[config.mk]
export PLATFORM = sky130hd
export DESIGN_NAME = pcm_port_with_rate_timer
export DESIGN_NICKNAME = d
export VERILOG_FILES = /design/src/pcm_pkg.sv /design/src/pcm_in_stage.sv /design/src/pcm_core.sv /design/src/pcm_port_with_rate_timer.sv
export VERILOG_INCLUDE_DIRS = /design/src /design/src/src
export SDC_FILE = /design/constraint.sdc
export NUM_CORES = 1
export LEC_CHECK = 0
export BUFFER_PORTS_ARGS = -buffer_cell sky130_fd_sc_hd__buf_4
export CORE_ASPECT_RATIO = 0.8
export CORE_MARGIN = 3
export CORE_UTILIZATION = 50
export CTS_BUF_LIST = sky130_fd_sc_hd__clkbuf_8 sky130_fd_sc_hd__clkbuf_16
export DETAILED_ROUTE_END_ITERATION = 10
export HOLD_SLACK_MARGIN = 0.15
export PLACE_DENSITY = 0.72
export SLEW_MARGIN = 20
export SYNTH_ARGS = -nofsm -noshare
export SYNTH_HDL_FRONTEND = slang
export SYNTH_HIERARCHICAL = 1
export SYNTH_SLANG_ARGS = --single-unit
[constraint.sdc]
create_clock -name clk_i -period 12.2 [get_ports clk_i]
set_input_delay 1.22 -clock clk_i [delete_from_list [all_inputs] [get_ports clk_i]]
set_output_delay 1.22 -clock clk_i [all_outputs]
set_load 0.05 [all_outputs]
[src/pcm_port_with_rate_timer_assert.svh]
// Assertion macros used by pcm_core of the PCM port RTL.
// Include by bare file name inside a module that has clk_i and rst_ni.
`ifndef PCM_PORT_WITH_RATE_TIMER_ASSERT_SVH
`define PCM_PORT_WITH_RATE_TIMER_ASSERT_SVH

// Same-cycle implication, checked outside reset.
`define PCM_ASSERT_NOW(label, ante, cons, msg) \
  label: assert property (@(posedge clk_i) disable iff (!rst_ni) (ante) |-> (cons)) \
    else $error(msg);

// Next-cycle implication, checked outside reset.
`define PCM_ASSERT_NEXT(label, ante, cons, msg) \
  label: assert property (@(posedge clk_i) disable iff (!rst_ni) (ante) |=> (cons)) \
    else $error(msg);

`endif

[src/pcm_pkg.sv]
// Shared types and constants of the PCM port with rate timer.
// No dependencies; used by every module in src.
package pcm_pkg;

  typedef enum logic [1:0] {
    KIND_TICK  = 2'd0,
    KIND_READ  = 2'd1,
    KIND_WRITE = 2'd2
  } kind_e;

  localparam logic        PORT_TIMER     = 1'b0;
  localparam logic        PORT_STATUS    = 1'b1;
  localparam int unsigned STATUS_ARM_BIT = 0;
  localparam int unsigned STATUS_DAC_BIT = 1;
  localparam logic [1:0]  STROBE_CODE    = 2'b11;

  localparam logic [31:0] TIMER_RATE  = 32'd15750;
  localparam logic [31:0] CLOCK_RESET = 32'd21477270;
  localparam logic [31:0] CLOCK_MIN   = 32'd15751;

  typedef struct packed {
    logic [1:0] kind;
    logic       port;
    logic [7:0] write_data;
  } item_t;

  typedef struct packed {
    logic [7:0] read_data;
    logic       dac_strobe;
    logic [7:0] dac_value;
    logic       mixer_enable;
  } result_t;

endpackage

[src/pcm_in_stage.sv]
// Input register of the PCM port: captures one bus word per cycle while the core takes the held word.
// Depends on pcm_pkg.
module pcm_in_stage (
  input  logic          clk_i,
  input  logic          rst_ni,
  input  logic          s_axis_tvalid,
  output logic          s_axis_tready,
  input  logic [7:0]    s_axis_tdata,   // [7:0] write_data
  input  logic [2:0]    s_axis_tuser,   // [1:0] kind, [2] port
  input  logic          take_i,         // core consumes the held word this cycle
  output logic          valid_o,
  output pcm_pkg::item_t item_o
);
  import pcm_pkg::*;

  logic  valid_q, valid_d;
  item_t item_q, item_d;
  logic  fire;

  assign s_axis_tready = !valid_q || take_i;
  assign fire          = s_axis_tvalid && s_axis_tready;

  always_comb begin
    valid_d = valid_q;
    item_d  = item_q;
    if (fire) begin
      valid_d         = 1'b1;
      item_d.kind     = s_axis_tuser[1:0];
      item_d.port     = s_axis_tuser[2];
      item_d.write_data = s_axis_tdata;
    end else if (take_i) begin
      valid_d = 1'b0;
    end
  end

  always_ff @(posedge clk_i or negedge rst_ni) begin
    if (!rst_ni) begin
      valid_q <= 1'b0;
    end else begin
      valid_q <= valid_d;
    end
  end

  always_ff @(posedge clk_i) begin
    item_q <= item_d;
  end

  assign valid_o = valid_q;
  assign item_o  = item_q;

endmodule

[src/pcm_core.sv]
// Device state, timer accumulator and result register of the PCM port.
// Depends on pcm_pkg and pcm_port_with_rate_timer_assert.svh.
`include "pcm_port_with_rate_timer_assert.svh"

module pcm_core #(
  parameter int unsigned FRACTION_BITS = 32
) (
  input  logic            clk_i,
  input  logic            rst_ni,
  input  logic            cfg_valid_i,
  output logic            cfg_ready_o,
  input  logic [31:0]     cfg_data_i,
  input  logic            item_valid_i,
  input  pcm_pkg::item_t  item_i,
  output logic            take_o,
  output logic            res_valid_o,
  input  logic            res_ready_i,
  output pcm_pkg::result_t res_o
);
  import pcm_pkg::*;

  localparam int unsigned SumW = ((FRACTION_BITS > 32) ? FRACTION_BITS : 32) + 1;

  logic [31:0]              clk_freq_q;
  logic [7:0]               sample_q, sample_d;
  logic [4:0]               status_q, status_d;
  logic [1:0]               count_q, count_d;
  logic [FRACTION_BITS-1:0] frac_q, frac_d;
  logic                     res_valid_q, res_valid_d;
  result_t                  res_q, res_d;

  logic [31:0]   modulus;
  logic [SumW-1:0] sum, diff;
  logic          wrap;
  logic          out_free;
  logic          load;

  assign cfg_ready_o = 1'b1;
  assign out_free    = !res_valid_q || res_ready_i;
  assign load        = item_valid_i && out_free;
  assign take_o      = out_free;

  // Timer: add the rate, drop by the clock once when the sum reaches it.
  assign modulus = (clk_freq_q < CLOCK_MIN) ? CLOCK_MIN : clk_freq_q;
  assign sum     = SumW'(frac_q) + SumW'(TIMER_RATE);
  assign wrap    = (sum >= SumW'(modulus));
  assign diff    = sum - SumW'(modulus);

  always_comb begin
    sample_d = sample_q;
    status_d = status_q;
    count_d  = count_q;
    frac_d   = frac_q;
    res_d    = '0;
    case (kind_e'(item_i.kind))
      KIND_TICK: begin
        frac_d = wrap ? diff[FRACTION_BITS-1:0] : sum[FRACTION_BITS-1:0];
        if (wrap) begin
          count_d = count_q + 2'd1;
        end
      end
      KIND_READ: begin
        if (item_i.port == PORT_TIMER) begin
          res_d.read_data = {6'd0, count_q};
        end else begin
          res_d.read_data = {~sample_q[7], 2'd0, status_q};
        end
      end
      KIND_WRITE: begin
        if (item_i.port == PORT_TIMER) begin
          count_d  = 2'd0;
          sample_d = item_i.write_data;
          if (status_q[STATUS_DAC_BIT]) begin
            res_d.dac_strobe = 1'b1;
            res_d.dac_value  = item_i.write_data;
          end
        end else begin
          if (item_i.write_data[1:0] == STROBE_CODE && !status_q[STATUS_ARM_BIT]) begin
            res_d.dac_strobe = 1'b1;
            res_d.dac_value  = sample_q;
          end
          status_d = item_i.write_data[4:0];
        end
      end
      default: begin
      end
    endcase
    res_d.mixer_enable = status_d[STATUS_DAC_BIT];
  end

  always_comb begin
    res_valid_d = res_valid_q;
    if (load) begin
      res_valid_d = 1'b1;
    end else if (res_ready_i) begin
      res_valid_d = 1'b0;
    end
  end

  always_ff @(posedge clk_i or negedge rst_ni) begin
    if (!rst_ni) begin
      clk_freq_q  <= CLOCK_RESET;
      sample_q    <= '0;
      status_q    <= '0;
      count_q     <= '0;
      frac_q      <= '0;
      res_valid_q <= 1'b0;
    end else begin
      res_valid_q <= res_valid_d;
      if (cfg_valid_i) begin
        clk_freq_q <= cfg_data_i;
      end
      if (load) begin
        sample_q <= sample_d;
        status_q <= status_d;
        count_q  <= count_d;
        frac_q   <= frac_d;
      end
    end
  end

  // Hold the result word while stalled.
  always_ff @(posedge clk_i) begin
    if (load) begin
      res_q <= res_d;
    end
  end

  assign res_valid_o = res_valid_q;
  assign res_o       = res_q;

  `PCM_ASSERT_NOW(a_no_strobe_no_value, res_valid_q && !res_q.dac_strobe,
                  res_q.dac_value == 8'd0, "dac_value set without strobe")
  `PCM_ASSERT_NOW(a_mixer_tracks_status, res_valid_q,
                  res_q.mixer_enable == status_q[STATUS_DAC_BIT],
                  "mixer_enable differs from status")
  `PCM_ASSERT_NEXT(a_sample_write_clears_count,
                   load && item_i.kind == KIND_WRITE && item_i.port == PORT_TIMER,
                   count_q == 2'd0, "sample write left the time counter running")
  `PCM_ASSERT_NEXT(a_read_data_only_on_read, load && item_i.kind != KIND_READ,
                   res_q.read_data == 8'd0, "read_data set on a non-read word")

endmodule

[src/pcm_port_with_rate_timer.sv]
// Two-port 8-bit PCM device with a 15750 Hz sample timer driven by tick words.
// An input word passes the input register, then the result register, before its
// result word is taken. Throughput: one word per cycle while m_axis_tready is high.
// Reset (rst_ni low, asynchronous): sample, status, counter and fraction clear,
// clock frequency returns to 21477270, both pipeline stages empty.
// Depends on pcm_pkg, pcm_in_stage and pcm_core.
module pcm_port_with_rate_timer #(
  parameter int unsigned FRACTION_BITS = 32
) (
  input  logic        clk_i,
  input  logic        rst_ni,
  input  logic        cfg_valid_i,
  output logic        cfg_ready_o,
  input  logic [31:0] cfg_data_i,      // clock_frequency
  input  logic        s_axis_tvalid,
  output logic        s_axis_tready,
  input  logic [7:0]  s_axis_tdata,    // [7:0] write_data
  input  logic [2:0]  s_axis_tuser,    // [1:0] kind, [2] port
  output logic        m_axis_tvalid,
  input  logic        m_axis_tready,
  output logic [23:0] m_axis_tdata     // [7:0] read_data, [8] dac_strobe,
                                       // [16:9] dac_value, [17] mixer_enable
);
  import pcm_pkg::*;

  logic    item_valid;
  item_t   item;
  logic    take;
  result_t res;

  pcm_in_stage u_in_stage (
    .clk_i         (clk_i),
    .rst_ni        (rst_ni),
    .s_axis_tvalid (s_axis_tvalid),
    .s_axis_tready (s_axis_tready),
    .s_axis_tdata  (s_axis_tdata),
    .s_axis_tuser  (s_axis_tuser),
    .take_i        (take),
    .valid_o       (item_valid),
    .item_o        (item)
  );

  pcm_core #(
    .FRACTION_BITS (FRACTION_BITS)
  ) u_core (
    .clk_i        (clk_i),
    .rst_ni       (rst_ni),
    .cfg_valid_i  (cfg_valid_i),
    .cfg_ready_o  (cfg_ready_o),
    .cfg_data_i   (cfg_data_i),
    .item_valid_i (item_valid),
    .item_i       (item),
    .take_o       (take),
    .res_valid_o  (m_axis_tvalid),
    .res_ready_i  (m_axis_tready),
    .res_o        (res)
  );

  assign m_axis_tdata = {6'd0, res.mixer_enable, res.dac_value, res.dac_strobe, res.read_data};

endmodule
==> impl_results.md, run 1 <==
- TritonCTS Buffers: 9
- Worst slew pin tran: 1.168 ns
- Layout Cells excl Fill: 1,065
- Vias: 6,516
- Crit-path most repeated cell: a21o_1
- CTS tree: yes
- Asr flop ratio synth: 75.00%
- Number of synthesized flops with an enable pin: 27
- Reg2Reg Setup Slack: 7.04 ns
- Slowest cell delay on critical path: 0.66 ns
- Slowest cell on the critical path: or4_1
- GRT met3 Usage: 5.485%
- Max-Cap Viols: 0
- Reg2Reg Depth: 15
- I/O pin cnt: 75
- Clock slew at reported path FFs: 0.08 ns
- Post-CTS resize count: 0
- Global Route met2 Usage: 34.79%
- Clock Sink Count: 108
- Ranking of synthesized cells by area: dfrtp_1 22%, edfxtp_1 11%, ha_1 5.4%
- Seq/Total Area, Yosys: 37.62%
- Crit Path Class: flop to flop
- CP cell instances: inv_1 > ha_1 > or4_1 > a211oi_2 > and3_1 > xor2_1 > ha_1 > a21o_1 > a21o_1 > a21o_1 > a211oi_1 > a311o_1 > buf_4 > nand2_1 > a221o_1
- Maximum buffer depth of the clock tree: 2
- Final antenna-violating net count: 0
- Gp weighted congestion: 0.9328
- Static leakage: 3.595 nW
- Reg2Reg Launch Point: u_core/frac_q[1]
- Synth top area share: 21.75%
- Syn Area/Cell: 8.932 um2
- Clock insertion delay at the later pin of the skew report: 0.37 ns
- Via density: 6.118
- Largest driver fanout on the critical path: 33
- Top FF cell, synth: dfrtp_1
- WP data required: 12.45 ns
- RR Endpoint: u_core/count_q[0]
- Largest net degree at the start of global routing: 78
- Hold depth: 1
- FP Rows: 39
- H-tree Lvls: 3
- DIE AREA: 0.01671 mm2
- Hold Path Origin: u_core/sample_q[5]
- Number of port buffers: 65
- Hold buffer count at CTS: 0
- Avg WL per Cell: 17.72 um
- RSZ-0062 raised after global routing: no
- DRC Markers: 0
- Area grow syn2layout: 10.66%
- Final Hold Fails: 0
- PwrDens: 250.1 mW/mm2
- Die H: 116.2 um
- Register cell area after layout: 0.002856 mm2
- CP Capture Type: flop
- Worst path arrival time: 5.41 ns
- Synth Instances: 850
- Grt ovf: 0
- Hold EP: u_core/sample_q[5]
- Most used routing layer: met2
- CTS root buf: clkbuf_16
- Setup_tns: 0 ns
- Die W: 143.8 um
- Vias in the first global route: 6,086
- CP Launch Type: flop
- Initial Util: 52.04%
- Run status: completed
- Initial antenna violation count: 0
- Fin crit share: 42.30%
- Max Clock Skew: 0.008039 ns
- Syn. warnings: 6
- First-pass GRT wire length: 31.03 mm
- Share of layout cells above drive strength 1: 17.25%
- Total setup buffers inserted after CTS: 0
- Antenna cells: 0
- Detail Placement HPWL: 13.72 mm
- Floorplan core area: 0.01459 mm2
- Post-synthesis sequential element count: 108
- Drt total wl: 18.87 mm
- Fmax: 0.1938 GHz
- Filler cells: 1,302
- Drt pass-1 iters: 5
- Synth Cell Area: 0.007592 mm2
- Final worst path period need: 5.160 ns
- Multi-input logic area: 0.004302 mm2
- Final Max Tran Viols: 0
- Met1 GRT Util: 34.30%
- Final setup vio count: 0
- Yosys cell types: 79
- Synth area leader: dfrtp_1
- GRT Util Overall: 23.33%
- Max IR drop VDD: 0.0001163 V
- Nets: 958
- Hold WC Path Type: flop to flop
- Initial DRC count: 631
- Slew margin rel.: 22.10%
- Placed cells: 1,049
## cell usage in the layout (no fill, tap or decap), drive strengths merged, types with 27 or more instances in the layout
cell	n
a21oi	42
buf	71
dfrtp	66
edfxtp	27
ha	33
inv	44
mux2	28
nand2	70
nand3	46
nor2	60
o21ai	47
xnor2	32
## final cells by class
class	count	share of cell area [%]
tap	184	2.740
clock buffer	9	2.681
multi-input combinational	644	51.20
timing repair buffer	71	6.389
sequential	108	34.00
inverter	42	1.876
clock inverter	7	1.117
## Yosys cell counts (3+ instances only)
cell       instances
or2_2              8
inv_1             42
o21bai_1           3
nor4_1            14
a21o_1            18
nand2b_1          16
nand3_1           45
edfxtp_1          27
xnor2_1           32
and3_1            14
o211ai_1          22
a2111oi_0          5
nand4_1           19
a211oi_1          10
dfstp_2           15
mux2i_1            3
o31ai_1            5
ha_1              33
dfrtp_1           66
and4_1             3
clkbuf_1          27
buf_1              3
a31oi_1           13
nor2_1            60
a21oi_1           41
and2_1             8
o41ai_1            4
mux2_2            28
nand2_1           70
o211a_1            3
a22oi_1            7
conb_1             3
buf_2             15
a41oi_1            3
buf_4             14
xor2_1            20
o21ai_0           45
a221o_1            3
nor3_1            23
nor2b_1            4
or3_1              7
## power breakdown
part | internal (mW) | switching, mW | total (mW)
combinational | 0.492 | 0.776 | 1.27
clock | 0.148 | 0.155 | 0.303
sequential | 0.451 | 0.0781 | 0.529
total | 1.09 | 1.01 | 2.10
## flip-flops by register name, summed over array words and instances, names as in the netlist
name,count
u_core/count_q,2
u_core/res_valid_o,1
u_core/res_o,16
u_in_stage/valid_o,1
u_core/frac_q,32
u_core/clk_freq_q,32
u_in_stage/item_o,11
u_core/sample_q,8
u_core/status_q,5
## per-stage QoR
stage | cell area [um2] | power (mW) | worst slack [ns] | util, % | hold slack [ns]
6_report | 8402 | 2.101 | 7.040 | 57.59 | 0.5082
5_1_grt | 8402 | 2.268 | 6.742 | 57.59 | 0.5168
4_1_cts | 8398 | 2.081 | 7.121 | 57.56 | 0.5110
3_5_place_dp | 8079 | 1.767 | 7.151 | 55.37 | 0.4930
3_3_place_gp | 8079 | 1.761 | 7.285 | 55.37 | 0.4826
2_1_floorplan | 7615 | 1.503 | 8.027 | - | 0.4712
## routing by layer
layer / part of all wire, % / vias to the layer above
met5: 0 / -
met4: 1.7 / 0
met3: 7.2 / 30
met2: 44 / 241
met1: 47 / 3096
li1: - / 3149
## how the worst max path moves through the flow
stage	slack, ns	end	from	cells past startpoint
finish	7.04	u_core/count_q[0]	u_core/frac_q[1]	15
global route	6.74	u_core/count_q[0]	u_core/frac_q[1]	15
CTS	7.12	u_core/count_q[0]	u_core/frac_q[1]	15
detailed placement	7.15	u_core/count_q[0]	u_core/frac_q[1]	15
global placement	7.28	u_core/count_q[0]	u_core/frac_q[1]	15
floorplan	8.03	u_core/count_q[0]	u_core/frac_q[1]	16
## worst max-delay path, delay by kind of cell (launching register included)
| kind | cells | cell delay, ns |
|---|---|---|
| compound gates | 7 | 2.12 |
| simple gates | 3 | 1.10 |
| fa+ha+maj | 2 | 0.62 |
| buf+inv | 2 | 0.51 |
| flops | 1 | 0.47 |
| xor+xnor | 1 | 0.20 |
## cells by family (layout without fill, tap and decap cells)
group	after synthesis	after routing	share of synthesized area [%]
AOI/OAI and AO/OA	211	211	18.95
xor gates and xnor gates	52	52	5.999
adders and majority gates	34	34	5.702
buffers and inverters	104	129	6.295
DFF	108	108	37.62
muxes	31	31	4.548
other	3	9	0.1483
and+or+nand+nor	307	307	20.73
Note: power is estimated with default switching activity, not from simulation.
==> run 2, diff against run 1 <==
Clock period 12.2 ns to 5 ns, I/O delays scaled along.
==> run 2 against run 1 <==
Sequential power grew 140%. Total power rose to 2.5 times the previous value. Clock power increased to 2.6 times the previous value. Sequential share of layout area decreased by 0.50 points. Fmax grew 8.9%. Clock skew fell by 0.0013 ns.
==> impl_results.md, run 2 (synthesized netlist as in run 1, its figures left out) <==
- Run status: completed
- Hold depth: 1
- Grt ovf: 0
- Die H: 116.2 um
- Avg WL per Cell: 18.08 um
- Reg power frac: 24.5%
- Final antenna-violating net count: 0
- Share of layout cells above drive strength 1: 18.79%
- Drt total wl: 19.49 mm
- Final Hold Fails: 0
- First-pass GRT wire length: 31.62 mm
- Final worst path period need: 4.738 ns
- Largest driver fanout on the critical path: 22
- Setup_tns: 0 ns
- Sw Ratio: 47.66%
- CP Launch Type: flop
- CP Capture Type: flop
- Clock Sink Count: 108
- RSZ-0062 raised after global routing: no
- Total power: 5.258 mW
- Clock network power share: 14.8%
- Reg2Reg Depth: 15
- CTS root buf: clkbuf_16
- H-tree Lvls: 3
- Psw: 2.506 mW
- CTS tree: yes
- Antenna cells: 0
- Floorplan core area: 0.01459 mm2
- Hold WC Path Type: primary input to flop
- Largest net degree at the start of global routing: 58
- Final setup vio count: 0
- Final Max Tran Viols: 0
- PwrDens: 616.7 mW/mm2
- Maximum buffer depth of the clock tree: 2
- Placed cells: 1,060
- Static leakage: 3.669 nW
- Gate power share: 60.7%
- Crit Path Class: flop to flop
- WP data required: 5.25 ns
- Worst path arrival time: 4.99 ns
- Nets: 971
- TritonCTS Buffers: 9
- Post-route setup slack: 0.2623 ns
- Worst slew pin tran: 0.7920 ns
- Dpl ws: 0.2453 ns
- I/O pin cnt: 75
- Die W: 143.8 um
- Max-Cap Viols: 0
- Initial antenna violation count: 0
- Clock insertion delay at the later pin of the skew report: 0.36 ns
- Layout Cells excl Fill: 1,078
- Area grow syn2layout: 12.31%
- DIE AREA: 0.01671 mm2
- Detail Placement HPWL: 14.15 mm
- Fin crit share: 94.75%
- Vias in the first global route: 5,974
- Clock slew at reported path FFs: 0.08 ns
- GRT Util Overall: 23.93%
- Drt pass-1 iters: 5
- Number of port buffers: 65
- Initial Util: 52.04%
- Via density: 6.114
- Int Pwr: 2.752 mW
- Initial DRC count: 609
- Vias: 6,591
- Most common library cell in the layout ignoring fill and taps: buf_4
- Most frequent cells in the layout: 83 x buf_4, 70 x nand2_1, 66 x dfrtp_1
- FP Rows: 39
- Max IR drop VDD: 0.0002801 V
- Max Clock Skew: 0.006712 ns
- DRC Markers: 0
- Gp weighted congestion: 0.8996
- Slew margin rel.: 47.20%
- Fmax: 0.2111 GHz
[run 2: final timing paths]
check                                   start                    to  slack [ns]
setup / recovery             u_core/frac_q[1]     u_core/count_q[0]        0.26
hold / removal                s_axis_tdata[4]  u_in_stage/item_o[4]        0.31
setup reg to reg             u_core/frac_q[1]     u_core/count_q[0]        0.26
hold reg to reg            u_core/sample_q[6]    u_core/sample_q[6]        0.52
max in group asynchronous              rst_ni     u_core/frac_q[20]        3.30
min in group asynchronous              rst_ni    u_core/sample_q[4]        0.61
[run 2: final cells by class]
cell class                      count  area, um2
Fill cell                        1291       6063
Clock inverter                      7      107.6
Inverter                           42      157.7
Timing Repair Buffer               84      633.1
Tap cell                          184      230.2
Sequential cell                   108       2856
Clock buffer                        9      225.2
Multi-Input combinational cell    644       4317
[run 2: stage by stage]
step                      util (%)  cell area (um2)  hold slack [ns]
after detailed placement     55.94             8162           0.4479
after global placement       55.94             8162           0.4446
final                        58.44             8527           0.3076
after CTS                    58.29             8504           0.3035
after global routing         58.44             8527           0.2927
after floorplan                  -             7615           0.2044
[run 2: routing by layer]
layer  wire (um)  up-vias  GRT usage, %
met4         250        0         5.144
met1        9288     3147         36.26
met3        1309       23         4.871
met5           0        -             0
li1            -     3169             -
met2        8644      252         35.53
[run 2: power groups by stage]
stage / clock [mW] / combinational, mW / sequential, mW
2_1_floorplan: 0 / 2.40 / 1.27
3_3_place_gp: 0 / 3.08 / 1.29
3_5_place_dp: 0 / 3.10 / 1.30
4_1_cts: 0.796 / 3.12 / 1.28
5_1_grt: 0.834 / 3.49 / 1.32
6_report: 0.776 / 3.19 / 1.29
[run 2: critical path, stage by stage (launching register included)]
cell	delay, ns
dfrtp_1	0.47
inv_1	0.10
ha_1	0.30
or4_1	0.67
a211oi_2	0.26
and3_1	0.25
xor2_1	0.26
ha_1	0.36
a21o_1	0.19
a21o_1	0.22
a21o_1	0.22
a211oi_2	0.35
a311o_1	0.19
buf_4	0.27
nand2_1	0.15
a221o_1	0.34
[run 2: timing repair]
item / in CTS / in global routing
setup endpoints to repair: 0 / 34
gates resized for setup: 0 / 3
buffers inserted: 0 / 1
hold buffers: 1 / 0
hold endpoints to repair: 13 / 0
==> run 3, diff against run 2 <==
Settings changed: ABC_AREA set to 1.
==> run 3 against run 2 <==
Sequential power about the same. Clock skew decreased by 0.00058 ns. Utilization decreased by 1.4 points. Combinational power decreased by 6%. Sequential share of layout area decreased by 2.0 points. Synthesized cell count increased by 45%. Highest routed layer unchanged. Routed wire length increased by 9.9%. Critical path type unchanged. Global-route usage increased by 0.41 points. Largest power group unchanged. Clock power decreased by 4.3%.
==> impl_results.md, run 3 <==
- Worst path arrival time: 4.57 ns
- Clock insertion delay at the later pin of the skew report: 0.35 ns
- Post-route setup slack: 0.7173 ns
- Fin crit share: 85.65%
- Via density: 5.193
- Final Hold Fails: 0
- Final Max Tran Viols: 0
- Antenna cells: 0
- Max IR drop VDD: 0.0002818 V
- Synth top area share: 20.22%
- Initial DRC count: 1,141
- Crit Path Class: flop to flop
- DRC Markers: 0
- Largest driver fanout on the critical path: 33
- Final instance area: 0.009075 mm2
- Reg2Reg Depth: 24
- Hold Path Origin: s_axis_tdata[2]
- Ranking of synthesized cells by area: dfrtp_1 20%, nand2_1 20%, edfxtp_1 9.9%
- Yosys cell types: 41
- Global Route met2 Usage: 31.62%
- Die H: 120.3 um
- Vias in the first global route: 6,753
- Synth Cell Area: 0.008169 mm2
- Fmax: 0.2335 GHz
- Area grow syn2layout: 11.09%
- GRT met3 Usage: 4.046%
- Most used routing layer: met1
- Worst slew pin tran: 1.031 ns
- Syn Area/Cell: 6.642 um2
- Post-CTS resize count: 0
- GRT Util Overall: 24.34%
- Seq/Total Area, Yosys: 34.97%
- Most frequent cells in the layout: 431 x nand2_1, 192 x inv_1, 104 x nand3_1
- Final antenna-violating net count: 0
- RR Endpoint: u_core/frac_q[29]
- Layout Cells excl Fill: 1,499
- Dpl ws: 0.8580 ns
- PwrDens: 551.2 mW/mm2
- Detail Placement HPWL: 16.97 mm
- Most common cell in the netlist: nand2_1
- Hold EP: u_in_stage/item_o[2]
- Setup_tns: 0 ns
- Static leakage: 4.927 nW
- I/O pin cnt: 75
- Run status: completed
- Clock Sink Count: 108
- Max-Cap Viols: 0
- TritonCTS Buffers: 9
- Largest net degree at the start of global routing: 63
- Synth area leader: dfrtp_1
- Share of layout cells above drive strength 1: 10.05%
- Number of port buffers: 65
- Synth top cells by count: 431 x nand2_1, 192 x inv_1, 104 x nand3_1
- Drt total wl: 21.43 mm
- Synth Instances: 1,230
- Initial Util: 51.37%
- Top FF cell, synth: dfrtp_1
- Syn. warnings: 6
- Initial antenna violation count: 0
- Avg WL per Cell: 14.30 um
- Most common library cell in the layout ignoring fill and taps: nand2_1
- CP Launch Type: flop
- DIE AREA: 0.01792 mm2
- Maximum buffer depth of the clock tree: 2
- WP data required: 5.29 ns
- CTS tree: yes
- H-tree Lvls: 3
- Floorplan core area: 0.01590 mm2
- Clock slew at reported path FFs: 0.07 ns
- Vias: 7,785
- Met1 GRT Util: 41.41%
- FP Rows: 41
- Final setup vio count: 0
- First-pass GRT wire length: 34.75 mm
- CTS root buf: clkbuf_16
- Drt pass-1 iters: 5
- Post-synthesis sequential element count: 108
- Number of synthesized flops with an enable pin: 27
- Asr flop ratio synth: 75.00%
- Die W: 148.9 um
- RSZ-0062 raised after global routing: no
- Placed cells: 1,482
- Gp weighted congestion: 0.9310
- Reg2Reg Launch Point: u_core/frac_q[1]
- Max Clock Skew: 0.006133 ns
- Hold depth: 1
- Slew margin rel.: 31.22%
- Grt ovf: 0
- Hold WC Path Type: primary input to flop
- Reg2Reg Setup Slack: 0.72 ns
- Final worst path period need: 4.283 ns
- CP Capture Type: flop
- Area post-placement: 0.008752 mm2
- Nets: 1,361
==> run 3: cell count changes in the layout (fill, tap and decap cells not counted), moves of 21 or more <==
cell | before | now
nand2_1 | 70 | 431
inv_1 | 42 | 192
nand3_1 | 45 | 104
nor2_1 | 58 | 93
mux2_2 | 28 | 2
o211ai_1 | 22 | 1
==> run 3: worst max path at each step <==
| stage | from | end |
|---|---|---|
| after floorplan | u_core/frac_q[1] | u_core/frac_q[23] |
| after global placement | u_core/frac_q[1] | u_core/frac_q[30] |
| after detailed placement | u_core/frac_q[1] | u_core/frac_q[30] |
| after CTS | u_core/frac_q[1] | u_core/frac_q[29] |
| after global routing | u_core/frac_q[1] | u_core/frac_q[29] |
| final | u_core/frac_q[1] | u_core/frac_q[29] |
==> run 3: metal layers <==
metal	share of wire (%)	wire length (um)	up-vias
met5	0	0	-
li1	-	-	3947
met3	9.6	2058	21
met1	51	11010	3465
met2	38	8115	352
met4	1.2	250	0
==> run 3: where the power goes <==
| part | total (mW) | leakage (nW) | internal [mW] | switching [mW] |
|---|---|---|---|---|
| Sequential | 1.26 | 1.27 | 1.08 | 0.179 |
| Combinational | 3.00 | 3.51 | 1.01 | 1.99 |
| Clock | 0.743 | 0.149 | 0.398 | 0.345 |
| Total | 5.00 | 4.93 | 2.49 | 2.51 |
==> run 3: worst max-delay path: stages, from the launching register on <==
cell     delay (ns)
dfrtp_1        0.46
inv_1          0.10
ha_1           0.23
nor2_1         0.15
nand4_1        0.15
nand2_1        0.13
nand2_1        0.06
nand2_1        0.24
nand2_1        0.11
xor2_1         0.24
inv_1          0.13
ha_1           0.39
nand2_1        0.15
nor2_1         0.08
nand2_1        0.08
nor2_1         0.07
nand2_1        0.06
nand2_1        0.06
nand2_1        0.07
nand3_2        0.11
nor2_8         0.41
nand2_4        0.32
nand2_1        0.18
nand3_1        0.09
nand2_1        0.11
==> run 3: metrics by stage <==
step | hold WS [ns] | total power, mW | utilization (%)
final | 0.3161 | 5.002 | 57.07
after global routing | 0.3014 | 5.427 | 57.07
after CTS | 0.3020 | 4.944 | 57.04
after detailed placement | 0.4736 | 4.185 | 55.04
after global placement | 0.4676 | 4.183 | 55.04
after floorplan | 0.2044 | 3.428 | -
==> run 3: area by class of cell <==
type                       instances  area [um2]
inverter                         199       747.0
timing repair buffer              68       513.0
tap                              215       269.0
fill                            1517        6828
clock buffer                       9       225.2
multi-input combinational        893        4380
clock inverter                     7       83.83
sequential                       108        2856
==> run 3: kinds of logic after synthesis <==
logic type / after synthesis / share of synthesized area, %
other: 3 / 0.1378
AOI/OAI and AO/OA: 113 / 7.428
xor gates and xnor gates: 35 / 3.752
buffers and inverters: 235 / 11.73
and+or+nand+nor: 700 / 36.41
muxes: 2 / 0.2757
adders and majority gates: 34 / 5.299
DFF: 108 / 34.97
==> run 3: repair_timing <==
item / 4_1_cts / 5_1_grt
buffers inserted: 0 / 0
hold endpoints to repair: 25 / 0
setup endpoints to repair: 0 / 0
hold buffers: 1 / 0
